**src/design/urad_pkg.sv**
```systemverilog
// Shared widths and constants for the ultrasonic range averaging block.
package urad_pkg;

   // Field widths of the beats and the threshold register.
   localparam int WIDTH_W = 15;
   localparam int DIST_W  = 13;
   localparam int THR_W   = 12;

   // Pulse width to distance scaling: (width * 562) >> 11 gives cm in Q.4.
   localparam int SCALE_MUL   = 562;
   localparam int SCALE_W     = 10;
   localparam int SCALE_SHIFT = 11;
   localparam int PROD_W      = WIDTH_W + SCALE_W;
   localparam int CONV_W      = PROD_W - SCALE_SHIFT;

   // Accepted distance range and the preset value, in cm Q.4.
   localparam int MIN_Q4 = 32;
   localparam int MAX_Q4 = 6400;

   // Threshold register limits (exclusive) and reset value.
   localparam int THR_LOW_EXCL  = 80;
   localparam int THR_HIGH_EXCL = 3200;
   localparam int THR_RESET     = 480;

   // Default number of samples in the averaging window.
   localparam int SAMPLES_DEFAULT = 8;

endpackage

```
**src/design/ultrasonic_range_average_detect.sv**
```systemverilog
// Ultrasonic echo range with moving average and obstacle detection, top level.
//
// Each request beat carries one echo pulse width in microseconds (zero means
// the echo timed out). Each accepted beat gives exactly one response beat with
// the distance in cm Q.4, the average over the last SAMPLES distances and an
// obstacle flag set when that average is at or below the threshold register.
// A timeout or a distance outside 2 cm to 400 cm repeats the last good one.
// Both channels use valid and stall; a beat moves at a clock edge with valid
// high and stall low. The threshold is written through csr_write_enable and
// csr_write_data; the user must write it only while no beat is in flight, as
// the block does not enforce this. Values outside 5 cm to 200 cm exclusive
// are ignored. One beat per cycle is sustained while no response stall holds
// it up: the pipeline is input register, conversion, ring read, running sum,
// and result register, with the ring read at entry and written one stage
// later so no slot is ever read and written together.
// A response stall is absorbed by the stages ahead of the result register, so
// requests are still taken until every stage is full. Synchronous reset
// empties the pipeline, presets the ring and sum to 400 cm, and sets the
// threshold to 30 cm; no clearing pass is needed.
module ultrasonic_range_average_detect
   import urad_pkg::*;
   #(
      parameter int SAMPLES = SAMPLES_DEFAULT
   )
   (
      input  logic               clock,
      input  logic               reset,
      input  logic               csr_write_enable,
      input  logic [THR_W-1:0]   csr_write_data,
      input  logic               req_valid,
      output logic               req_stall,
      input  logic [WIDTH_W-1:0] req_echo_width_us,
      output logic               rsp_valid,
      input  logic               rsp_stall,
      output logic [DIST_W-1:0]  rsp_distance_q4,
      output logic [DIST_W-1:0]  rsp_average_q4,
      output logic               rsp_obstacle
   );

   localparam int SUM_W = $clog2(SAMPLES * MAX_Q4 + 1);

   logic              conv_valid;
   logic              conv_stall;
   logic [DIST_W-1:0] conv_dist;
   logic              win_valid;
   logic              win_stall;
   logic [DIST_W-1:0] win_dist;
   logic [SUM_W-1:0]  win_sum;

   // Pulse width to distance.
   urad_convert u_convert (
      .clock     (clock),
      .reset     (reset),
      .in_valid  (req_valid),
      .in_stall  (req_stall),
      .in_width  (req_echo_width_us),
      .out_valid (conv_valid),
      .out_stall (conv_stall),
      .out_dist  (conv_dist)
   );

   // Sample ring and running sum.
   urad_window #(
      .SAMPLES (SAMPLES)
   ) u_window (
      .clock     (clock),
      .reset     (reset),
      .in_valid  (conv_valid),
      .in_stall  (conv_stall),
      .in_dist   (conv_dist),
      .out_valid (win_valid),
      .out_stall (win_stall),
      .out_dist  (win_dist),
      .out_sum   (win_sum)
   );

   // Average, threshold compare and response register.
   urad_average #(
      .SAMPLES (SAMPLES)
   ) u_average (
      .clock            (clock),
      .reset            (reset),
      .csr_write_enable (csr_write_enable),
      .csr_write_data   (csr_write_data),
      .in_valid         (win_valid),
      .in_stall         (win_stall),
      .in_dist          (win_dist),
      .in_sum           (win_sum),
      .out_valid        (rsp_valid),
      .out_stall        (rsp_stall),
      .out_distance     (rsp_distance_q4),
      .out_average      (rsp_average_q4),
      .out_obstacle     (rsp_obstacle)
   );

endmodule

```
**src/design/urad_ram.sv**
```systemverilog
// Generic single write port RAM with one registered read port.
module urad_ram
   #(
      parameter int WIDTH = 13,
      parameter int DEPTH = 8
   )
   (
      input  logic                     clock,
      input  logic                     wr_en,
      input  logic [$clog2(DEPTH)-1:0] wr_addr,
      input  logic [WIDTH-1:0]         wr_data,
      input  logic                     rd_en,
      input  logic [$clog2(DEPTH)-1:0] rd_addr,
      output logic [WIDTH-1:0]         rd_data
   );

   logic [WIDTH-1:0] mem_ff [DEPTH];
   logic [WIDTH-1:0] rd_data_ff;

   // Write port.
   always_ff @(posedge clock) begin
      if (wr_en) begin
         mem_ff[wr_addr] <= wr_data;
      end
   end

   // Read port; the data holds while no read is issued.
   always_ff @(posedge clock) begin
      if (rd_en) begin
         rd_data_ff <= mem_ff[rd_addr];
      end
   end

   assign rd_data = rd_data_ff;

endmodule

```
**src/design/urad_convert.sv**
```systemverilog
// Input register and pulse width to distance conversion with hold of the last good value.
module urad_convert
   import urad_pkg::*;
   (
      input  logic                clock,
      input  logic                reset,
      input  logic                in_valid,
      output logic                in_stall,
      input  logic [WIDTH_W-1:0]  in_width,
      output logic                out_valid,
      input  logic                out_stall,
      output logic [DIST_W-1:0]   out_dist
   );

   logic               valid_ff;
   logic               valid_in;
   logic [WIDTH_W-1:0] width_ff;
   logic [DIST_W-1:0]  last_valid_ff;
   logic [DIST_W-1:0]  last_valid_in;
   logic               take_out;
   logic               load;
   logic [PROD_W-1:0]  product;
   logic [CONV_W-1:0]  conv;
   logic               held;

   // Stage handshake.
   assign take_out  = valid_ff && !out_stall;
   assign load      = in_valid && (!valid_ff || !out_stall);
   assign in_stall  = valid_ff && out_stall;
   assign out_valid = valid_ff;

   // Scale the pulse width and check the result against the usable range.
   assign product = PROD_W'(width_ff) * PROD_W'(SCALE_MUL);
   assign conv    = product[PROD_W-1:SCALE_SHIFT];
   assign held    = (width_ff == '0) || (conv < CONV_W'(MIN_Q4)) ||
                    (conv > CONV_W'(MAX_Q4));
   assign out_dist = held ? last_valid_ff : conv[DIST_W-1:0];

   // The last good distance moves on only when a beat leaves this stage.
   always_comb begin
      last_valid_in = last_valid_ff;
      if (take_out && !held) begin
         last_valid_in = conv[DIST_W-1:0];
      end
      valid_in = valid_ff;
      if (load) begin
         valid_in = 1'b1;
      end else if (take_out) begin
         valid_in = 1'b0;
      end
   end

   always_ff @(posedge clock) begin
      if (reset) begin
         valid_ff      <= 1'b0;
         last_valid_ff <= DIST_W'(MAX_Q4);
      end else begin
         valid_ff      <= valid_in;
         last_valid_ff <= last_valid_in;
      end
   end

   // Payload register.
   always_ff @(posedge clock) begin
      if (load) begin
         width_ff <= in_width;
      end
   end

endmodule

```
**src/design/urad_window.sv**
```systemverilog
// Sample ring and running window sum over the last SAMPLES distances.
module urad_window
   import urad_pkg::*;
   #(
      parameter int SAMPLES = SAMPLES_DEFAULT
   )
   (
      input  logic                                clock,
      input  logic                                reset,
      input  logic                                in_valid,
      output logic                                in_stall,
      input  logic [DIST_W-1:0]                   in_dist,
      output logic                                out_valid,
      input  logic                                out_stall,
      output logic [DIST_W-1:0]                   out_dist,
      output logic [$clog2(SAMPLES*MAX_Q4+1)-1:0] out_sum
   );

   localparam int SUM_W  = $clog2(SAMPLES * MAX_Q4 + 1);
   localparam int ADDR_W = $clog2(SAMPLES);

   // Read side stage: distance, its slot and whether the slot holds a real sample.
   logic              b_valid_ff;
   logic              b_valid_in;
   logic [DIST_W-1:0] b_dist_ff;
   logic [ADDR_W-1:0] b_slot_ff;
   logic              b_old_ok_ff;

   // Sum side stage.
   logic              c_valid_ff;
   logic              c_valid_in;
   logic [DIST_W-1:0] c_dist_ff;
   logic [SUM_W-1:0]  c_sum_ff;

   // Ring pointer and running sum.
   logic [ADDR_W-1:0] slot_ff;
   logic [ADDR_W-1:0] slot_in;
   logic              wrapped_ff;
   logic              wrapped_in;
   logic [SUM_W-1:0]  sum_ff;
   logic [SUM_W-1:0]  sum_in;

   logic              load_b;
   logic              load_c;
   logic              take_c;
   logic [DIST_W-1:0] ram_rd_data;
   logic [DIST_W-1:0] old_dist;

   // Handshake through both stages.
   assign take_c    = c_valid_ff && !out_stall;
   assign load_c    = b_valid_ff && (!c_valid_ff || !out_stall);
   assign load_b    = in_valid && (!b_valid_ff || load_c);
   assign in_stall  = b_valid_ff && !load_c;
   assign out_valid = c_valid_ff;
   assign out_dist  = c_dist_ff;
   assign out_sum   = c_sum_ff;

   // The ring is read when a beat enters and written when it leaves the read stage.
   urad_ram #(
      .WIDTH (DIST_W),
      .DEPTH (SAMPLES)
   ) u_ring (
      .clock   (clock),
      .wr_en   (load_c),
      .wr_addr (b_slot_ff),
      .wr_data (b_dist_ff),
      .rd_en   (load_b),
      .rd_addr (slot_ff),
      .rd_data (ram_rd_data)
   );

   // Slots not yet written on the first lap read as the preset distance.
   assign old_dist = b_old_ok_ff ? ram_rd_data : DIST_W'(MAX_Q4);

   always_comb begin
      slot_in    = slot_ff;
      wrapped_in = wrapped_ff;
      if (load_b) begin
         if (slot_ff == ADDR_W'(SAMPLES - 1)) begin
            slot_in    = '0;
            wrapped_in = 1'b1;
         end else begin
            slot_in = slot_ff + 1'b1;
         end
      end
      sum_in = sum_ff;
      if (load_c) begin
         sum_in = sum_ff - SUM_W'(old_dist) + SUM_W'(b_dist_ff);
      end
      b_valid_in = b_valid_ff;
      if (load_b) begin
         b_valid_in = 1'b1;
      end else if (load_c) begin
         b_valid_in = 1'b0;
      end
      c_valid_in = c_valid_ff;
      if (load_c) begin
         c_valid_in = 1'b1;
      end else if (take_c) begin
         c_valid_in = 1'b0;
      end
   end

   always_ff @(posedge clock) begin
      if (reset) begin
         b_valid_ff <= 1'b0;
         c_valid_ff <= 1'b0;
         slot_ff    <= '0;
         wrapped_ff <= 1'b0;
         sum_ff     <= SUM_W'(SAMPLES * MAX_Q4);
      end else begin
         b_valid_ff <= b_valid_in;
         c_valid_ff <= c_valid_in;
         slot_ff    <= slot_in;
         wrapped_ff <= wrapped_in;
         sum_ff     <= sum_in;
      end
   end

   // Payload registers.
   always_ff @(posedge clock) begin
      if (load_b) begin
         b_dist_ff   <= in_dist;
         b_slot_ff   <= slot_ff;
         b_old_ok_ff <= wrapped_ff;
      end
      if (load_c) begin
         c_dist_ff <= b_dist_ff;
         c_sum_ff  <= sum_in;
      end
   end

endmodule

```
**src/design/urad_average.sv**
```systemverilog
// Window average by reciprocal multiply, threshold register and result register.
module urad_average
   import urad_pkg::*;
   #(
      parameter int SAMPLES = SAMPLES_DEFAULT
   )
   (
      input  logic                                clock,
      input  logic                                reset,
      input  logic                                csr_write_enable,
      input  logic [THR_W-1:0]                    csr_write_data,
      input  logic                                in_valid,
      output logic                                in_stall,
      input  logic [DIST_W-1:0]                   in_dist,
      input  logic [$clog2(SAMPLES*MAX_Q4+1)-1:0] in_sum,
      output logic                                out_valid,
      input  logic                                out_stall,
      output logic [DIST_W-1:0]                   out_distance,
      output logic [DIST_W-1:0]                   out_average,
      output logic                                out_obstacle
   );

   // floor(sum / SAMPLES) == (sum * RECIP) >> SHIFT for every sum below 2**SUM_W.
   localparam int SUM_W   = $clog2(SAMPLES * MAX_Q4 + 1);
   localparam int SHIFT   = SUM_W + $clog2(SAMPLES);
   localparam logic [63:0] RECIP =
      ((64'd1 << SHIFT) + 64'(SAMPLES) - 64'd1) / 64'(SAMPLES);
   localparam int RECIP_W = $clog2(RECIP + 64'd1);
   localparam int MUL_W   = SUM_W + RECIP_W;

   logic              valid_ff;
   logic              valid_in;
   logic [DIST_W-1:0] distance_ff;
   logic [DIST_W-1:0] average_ff;
   logic              obstacle_ff;
   logic [THR_W-1:0]  threshold_ff;
   logic [THR_W-1:0]  threshold_in;
   logic              load;
   logic [MUL_W-1:0]  product;
   logic [DIST_W-1:0] average;

   assign load      = in_valid && (!valid_ff || !out_stall);
   assign in_stall  = valid_ff && out_stall;
   assign out_valid = valid_ff;

   // Average of the window.
   assign product = MUL_W'(in_sum) * MUL_W'(RECIP[RECIP_W-1:0]);
   assign average = DIST_W'(product >> SHIFT);

   // Threshold writes outside the allowed span are dropped.
   always_comb begin
      threshold_in = threshold_ff;
      if (csr_write_enable && (csr_write_data > THR_W'(THR_LOW_EXCL)) &&
          (csr_write_data < THR_W'(THR_HIGH_EXCL))) begin
         threshold_in = csr_write_data;
      end
      valid_in = valid_ff;
      if (load) begin
         valid_in = 1'b1;
      end else if (!out_stall) begin
         valid_in = 1'b0;
      end
   end

   always_ff @(posedge clock) begin
      if (reset) begin
         valid_ff     <= 1'b0;
         threshold_ff <= THR_W'(THR_RESET);
      end else begin
         valid_ff     <= valid_in;
         threshold_ff <= threshold_in;
      end
   end

   // Result register.
   always_ff @(posedge clock) begin
      if (load) begin
         distance_ff <= in_dist;
         average_ff  <= average;
         obstacle_ff <= (average <= DIST_W'(threshold_ff));
      end
   end

   assign out_distance = distance_ff;
   assign out_average  = average_ff;
   assign out_obstacle = obstacle_ff;

endmodule

```
**config.mk**
```make
export PLATFORM = sky130hd
export DESIGN_NAME = ultrasonic_range_average_detect
export DESIGN_NICKNAME = d
export VERILOG_FILES = /design/src/design/urad_pkg.sv /design/src/design/ultrasonic_range_average_detect.sv /design/src/design/urad_ram.sv /design/src/design/urad_convert.sv /design/src/design/urad_window.sv /design/src/design/urad_average.sv
export SDC_FILE = /design/constraint.sdc
export NUM_CORES = 1
export LEC_CHECK = 0
export BUFFER_PORTS_ARGS = -buffer_cell sky130_fd_sc_hd__buf_2
export CORE_MARGIN = 1
export CORE_UTILIZATION = 45
export CTS_CLUSTER_SIZE = 12
export DETAILED_ROUTE_END_ITERATION = 7
export PLACE_DENSITY = 0.6
export SYNTH_ARGS = -nofsm -noshare
export SYNTH_HDL_FRONTEND = slang
export SYNTH_SLANG_ARGS = --single-unit
```
**constraint.sdc**
```tcl
create_clock -name clock -period 15.7 [get_ports clock]
set_clock_uncertainty 0.05 [all_clocks]
set_input_delay 0.785 -clock clock [delete_from_list [all_inputs] [get_ports clock]]
set_output_delay 0.785 -clock clock [all_outputs]
set_load 0.005 [all_outputs]
```
==> results of run 1 <==
-- kinds of logic (layout without fill, tap and decap cells) --
| family | Yosys count | count (layout) | synth area share |
|---|---|---|---|
| AOI/OAI and AO/OA | 143 | 143 | 0.0735 |
| xor gates and xnor gates | 17 | 17 | 0.0118 |
| adders and majority gates | 133 | 133 | 0.152 |
| buffers and inverters | 147 | 245 | 0.0445 |
| DFF | 251 | 251 | 0.559 |
| muxes | 63 | 63 | 0.0806 |
| and+or+nand+nor | 194 | 194 | 0.0792 |
-- power groups by stage --
stage	logic, W	registers, W	clock network [W]
floorplan	0.000632	0.000863	0
finish	0.000802	0.000883	0.000582
global placement	0.000788	0.000895	0
CTS	0.000803	0.000884	0.000594
global route	0.000910	0.000891	0.000621
detailed placement	0.000796	0.000897	0
-- final timing paths --
path                          endpoint  slack, ns  depth (start not counted)
max              u_window.b_dist_ff[1]       9.57                         18
min          u_average.out_distance[1]       0.35                          0
max reg2reg      u_window.b_dist_ff[1]       9.57                         18
min reg2reg  u_average.out_distance[1]       0.35                          0
-- flip-flops by register name, summed over array words and instances (netlist names), 3 cells and up, named ones only --
name / count
u_window.sum_ff: 13
u_average.out_average: 13
u_average.threshold_ff: 12
u_window.b_dist_ff: 13
u_window.out_sum: 13
u_window.slot_ff: 3
u_convert.last_valid_ff: 13
u_window.u_ring.rd_data: 13
u_window.u_ring.mem_ff: 104
u_convert.width_ff: 15
u_window.out_dist: 13
u_window.b_slot_ff: 3
u_average.out_distance: 13
-- critical path: stages (launching register included) --
cell and delay (ns):
edfxtp_1 0.44, inv_1 0.07, ha_1 0.29, ha_1 0.30, fa_1 0.54, inv_1 0.06, fa_1 0.53, inv_1 0.04
ha_1 0.37, a21o_1 0.21, a21o_1 0.20, and2_4 0.17, or3_1 0.37, xor2_1 0.18, or4_4 0.57, nor4_4 0.21
nor2_2 0.09, a211oi_4 0.79, mux2_1 0.39
-- layer usage --
metal,GRT usage,part of all wire
met2,0.320,0.50
met4,0.0431,0.019
met5,0,0
met3,0.0245,0.040
met1,0.244,0.44
-- through the flow --
step / instances / instance area [um^2] / utilization / total power, W / worst slack, ns
after detailed placement: 1369 / 13400 / 0.492 / 0.00169 / 9.57
after floorplan: 948 / 12600 / - / 0.00149 / 10.18
after CTS: 1418 / 14200 / 0.522 / 0.00228 / 9.55
after global routing: 1418 / 14200 / 0.522 / 0.00242 / 9.27
after global placement: 1369 / 13400 / 0.492 / 0.00168 / 9.61
final: 1418 / 14200 / 0.522 / 0.00227 / 9.57
-- cell usage after synthesis (10+ instances only) --
library cell and n:
a21o_1 10, a21oi_1 42, and2_1 24, clkbuf_1 19, dfxtp_1 49, edfxtp_1 202, fa_1 33, ha_1 100
inv_1 123, mux2_2 13, mux2i_1 13, mux4_2 26, nand2_1 42, nand3_1 19, nor2_1 39, nor3_1 23
o21a_1 10, o21ai_0 25, o21ai_1 12, xnor2_1 11
-- final cells by class --
class	count	area (um^2)	area share
Sequential cell	251	7050	0.495
Multi-Input combinational cell	550	5040	0.354
Clock buffer	40	754	0.0530
Tap cell	372	465	0.0327
Inverter	123	462	0.0324
Timing Repair Buffer	73	398	0.0280
Clock inverter	9	61.3	0.00431
-- cells in the final DEF (no fill, tap or decap), drive strengths merged, types with 23 or more instances in the layout --
cell / count
buf: 73
mux2: 24
edfxtp: 202
mux4: 26
inv: 124
o21ai: 37
fa: 33
clkbuf: 40
nand2: 42
dfxtp: 49
a21oi: 42
nor3: 23
ha: 100
and2: 25
nor2: 40
==> summary.txt, run 1 <==
Setup path
  – Crit path kind: reg2reg
  – Startpoint types: flip-flop
  – Max FO, Critical Path: 13
  – Worst Path Arrival: 6.37 ns
  – CP required: 15.93 ns
  – CP Capture Type: flip-flop
  – Reg2reg start: u_convert.width_ff[6]
  – Crit path launch: u_convert.width_ff[6]

Status
  – Status: completed

Synthesis
  – Synth area leader: edfxtp_1
  – Netlist cell types: 64
  – Seq cells post-synth: 251
  – Mapped Cells: 948
  – Synthesized area: 12600 um^2
  – Most used DFF post-synth: edfxtp_1
  – Syn Area/Cell: 13.3 um^2
  – Net Count, Synth: 1113
  – Synth top area share: 0.481
  – Post-synth EDFFs: 202
  – FFs w/ async S/R, synth: 0
  – Synth top area cells: edfxtp_1 48%, ha_1 9.9%, dfxtp_1 7.8%
  – Ys Warns: 0
  – Post-synthesis sequential area ratio: 0.559

CTS
  – Clk Latency, worst-skew pair: 0.55 ns
  – Clock sinks: 251
  – Hold Buf Count CTS: 0
  – CTS clk-pin slew, worst paths: 0.06 ns
  – Post CTS Setup Buffer Count: 0
  – CTS root buffer: clkbuf_16
  – CTS tree: done
  – Resized Gates After CTS: 0
  – H-tree depth: 1
  – CTS buffer count: 27
  – Clock Tree Buf Depth: 3

GRT
  – Initial antenna violation count: 0
  – GRT Util Overall: 0.184
  – Grt total ovfl: 0
  – Largest net degree at the start of global routing: 40
  – First-pass GRT wire length: 40.7 mm
  – Vias in the first global route: 7518

Placement
  – Detailed Place HPWL: 17.6 mm
  – Port buffer count: 60
  – Placer Congestion: 0.875

Finish
  – N_diodes: 0
  – # fillers: 2364
  – Share of layout cells above drive strength 1: 0.164
  – Final #Nets: 1191
  – Area growth syn-to-layout: 12.9%

Power and ir drop
  – Max rail drop VDD: 0.127 mV
  – Pwr dens: 159 nW/um^2
  – Sw Ratio: 0.339
  – Clock power frac: 0.257
  – Combinational share of power: 0.354
  – Sequential power share: 0.389
  – Cell-internal power: 0.00150 W
  – LEAKAGE: 5.69 nW
  – NetSw: 0.000768 W

Die
  – # rows: 60
  – Chip width: 169 um
  – Initial core utilization: 0.463
  – IO Pins: 61
  – Die Y: 169 um
  – CORE AREA: 27300 um^2
  – DIE AREA: 28700 um^2

STA
  – Max Slew Vio Count: 0
  – Final min period: 6.13 ns
  – Worst Tran Pin Value: 1.17 ns
  – Fmax: 163 MHz
  – Hold Vio Cnt, Final: 0
  – Slew Limit Headroom: 0.216
  – Post-route clock period utilization: 0.391
  – RSZ-0062 raised after global routing: false
  – Setup violators final: 0
  – Hold Slack: 0.350 ns
  – Fin Setup TNS: 0 ns

Routing
  – Initial DRC Count: 532
  – Antenna Nets Post-Route: 0
  – DRC viols: 0
  – DR vias: 7439
  – WL/cell: 17.8 um
  – Drt via density: 5.25
  – Drt total wl: 25.2 mm
  – DR pass1 iterations: 7

Hold path
  – HP Class: reg2reg
  – Hold wc startpoint: u_window.out_dist[1]

Job
  – Max-Cap Viols: 0
Note: power is estimated with default switching activity, not from simulation.
==> run 2, diff against run 1 <==
ABC_AREA = 1   (was unset)
PLACE_DENSITY = 0.59   (was 0.6)
clock period = 5.7 ns   (was 15.7 ns; I/O delays follow)
==> run 2 against run 1 <==
  * Via count is 19% higher
  * Critical path type unchanged
  * Sequential share of layout area is 1.8 points lower
  * Wire length is 7.6% higher
  * Core utilization is 0.65 points higher
  * Global-route usage is 0.74 points higher
  * First-iteration DRC count is 1.3% higher
  * Largest power group unchanged
==> summary.txt, run 2 <==
Synthesis
  – Synth top area cells: edfxtp_1 47%, ha_1 9.7%, dfxtp_1 7.6%
  – Seq cells post-synth: 251
  – Synth Area in XOR/XNOR: 0.00817
  – Netlist cell types: 41
  – Synth top area share: 0.472
  – Synthesized area: 12900 um^2
  – Synth cell count leaders: 202 x edfxtp_1, 199 x inv_1, 180 x nand2_1
  – Post-synthesis sequential area ratio: 0.548
  – Net Count, Synth: 1427
  – Syn Area/Cell: 10.2 um^2
  – Mapped Cells: 1262
  – FFs w/ async S/R, synth: 0
  – Top-count cell post-synth: edfxtp_1
  – Post-synth EDFFs: 202
  – Synth area leader: edfxtp_1
  – Largest family of logic cells by synthesized area: adder cells
  – Ys Warns: 0
  – Post-synthesis simple-gate area fraction: 0.140
  – Synth Area in Adders: 0.149
  – Compound-gate portion of the synthesized area: 0.0852
  – Post-synthesis mux area share: 0
  – Most used DFF post-synth: edfxtp_1

Finish
  – Most frequent cells in the layout: 202 x edfxtp_1, 198 x inv_1, 180 x nand2_1, 166 x nor2_1, 101 x o21ai_0
  – Share of layout cells above drive strength 1: 0.0983
  – Reg with most FFs: u_window.u_ring.mem_ff
  – Area growth syn-to-layout: 14.9%
  – Number of flip-flops under the largest register name: 104
  – # fillers: 2509
  – Final Util: 0.529
  – Biggest regs: u_window.u_ring.mem_ff: 104 flops, u_convert.width_ff: 15 flops
  – Final #Nets: 1526
  – N_diodes: 0
  – Most common cell after layout, fill and taps aside: edfxtp_1
  – Post-layout instance area: 14800 um^2

CTS
  – Hold Buf Count CTS: 26
  – Post CTS Setup Buffer Count: 0
  – Clock sinks: 251
  – CTS root buffer: clkbuf_16
  – CTS tree: done
  – Clock Tree Buf Depth: 3
  – H-tree depth: 1
  – Resized Gates After CTS: 0
  – Clk Latency, worst-skew pair: 0.54 ns
  – CTS buffer count: 28
  – CTS clk-pin slew, worst paths: 0.06 ns

Die
  – Chip width: 171 um
  – DIE AREA: 29300 um^2
  – IO Pins: 61
  – Die Y: 171 um
  – Initial core utilization: 0.460
  – # rows: 61
  – CORE AREA: 27900 um^2

STA
  – Fmax: 198 MHz
  – Max Slew Vio Count: 0
  – Worst Tran Pin Value: 1.10 ns
  – RSZ-0062 raised after global routing: false
  – Final min period: 5.06 ns
  – Hold Vio Cnt, Final: 0
  – Slew Limit Headroom: 0.265
  – Setup violators final: 0
  – Post-route clock period utilization: 0.887
  – Fin Setup TNS: 0 ns

Setup path
  – Max FO, Critical Path: 25
  – Crit path kind: reg2reg
  – Crit-path max cell delay: 0.55 ns
  – Slowest CP cell: fa_1
  – CP Cell Sequence: inv_1, ha_1, ha_1, fa_1, inv_1, fa_1, inv_1, ha_1, nand2_2, nor2_2, nand3_1, nand3_1, nand2_1, nand3_1, nand2_2, nor2_1, nand4_1, nor2_2, nor2_8, nand2_2, o21ai_0
  – Startpoint types: flip-flop
  – CP Capture Type: flip-flop
  – CP required: 5.91 ns
  – Worst Path Arrival: 5.27 ns

Status
  – Status: completed

GRT
  – GRT Util Overall: 0.191
  – First-pass GRT wire length: 43.7 mm
  – Grt total ovfl: 0
  – Largest net degree at the start of global routing: 56
  – Initial antenna violation count: 1
  – Vias in the first global route: 8436

Placement
  – Detailed Place HPWL: 18.4 mm
  – Placed Instance Area: 13600 um^2
  – Port buffer count: 60
  – Placer Congestion: 0.935

Routing
  – Initial DRC Count: 539
  – WL/cell: 15.4 um
  – DRC viols: 0
  – DR pass1 iterations: 5
  – Drt total wl: 27.2 mm
  – Antenna Nets Post-Route: 0
  – DR vias: 8831
  – Drt via density: 5.01

Power and ir drop
  – Max rail drop VDD: 0.243 mV
  – NetSw: 0.00181 W
  – LEAKAGE: 6.36 nW
  – Sw Ratio: 0.326
  – Cell-internal power: 0.00373 W
  – Sequential power share: 0.412
  – Clock power frac: 0.310
  – Pwr dens: 375 nW/um^2
  – Combinational share of power: 0.278

Job
  – Max-Cap Viols: 0

Hold path
  – HP Class: in2reg
[run 2: area by class of cell]
| cell class | count | area [um^2] | share of cell area |
|---|---|---|---|
| sequential | 251 | 7050 | 0.477 |
| timing repair buffer | 101 | 673 | 0.0456 |
| multi-input combinational | 777 | 4930 | 0.334 |
| tap | 378 | 473 | 0.0320 |
| clock inverter | 11 | 83.8 | 0.00568 |
| clock buffer | 41 | 801 | 0.0542 |
| inverter | 202 | 758 | 0.0513 |
[run 2: layer usage]
layer  up-vias  share of wire  GRT usage
met2       211           0.48      0.322
met1      4173           0.46      0.258
met4         0          0.017     0.0497
met5         -              0          0
li1       4411              -          -
met3        36          0.049     0.0273
[run 2: path summary, 6_finish.rpt]
kind,start,end,slack [ns],cells after the start
max,u_convert.width_ff[8],u_window.b_dist_ff[11],0.64,21
min,csr_write_data[10],u_average.threshold_ff[10],0.03,3
max reg2reg,u_convert.width_ff[8],u_window.b_dist_ff[11],0.64,21
min reg2reg,u_window.out_dist[0],u_average.out_distance[0],0.37,0
[run 2: power groups by stage]
stage | combinational [W] | clock, W | sequential (W)
finish | 0.00154 | 0.00172 | 0.00228
global route | 0.00177 | 0.00183 | 0.00230
CTS | 0.00154 | 0.00176 | 0.00228
detailed placement | 0.00152 | 0 | 0.00232
global placement | 0.00151 | 0 | 0.00232
floorplan | 0.00116 | 0 | 0.00226
[run 2: logic make-up after synthesis]
logic type	Yosys count
AO/OA/AOI/OAI	204
adder cells (fa/ha/maj)	133
XOR/XNOR	12
AND/OR/NAND/NOR	428
flip-flops	251
buffers and inverters	234
[run 2: worst max-delay path, delay by kind of cell, from the launching register on]
kind / cells / cell delay, ns
AOI/OAI and AO/OA: 1 / 0.18
adders and majority gates: 5 / 2.06
buffers and inverters: 3 / 0.18
DFF: 1 / 0.53
and+or+nand+nor: 12 / 1.75
[run 2: stage by stage]
step | power [W] | cells | setup WS (ns) | hold slack [ns]
final | 0.00554 | 1761 | 0.642 | 0.0291
after global placement | 0.00382 | 1683 | 0.773 | 0.350
after floorplan | 0.00342 | 1262 | 1.38 | 0.334
after detailed placement | 0.00384 | 1683 | 0.764 | 0.355
after global routing | 0.00589 | 1761 | 0.376 | 0.0230
after CTS | 0.00559 | 1761 | 0.654 | 0.00492
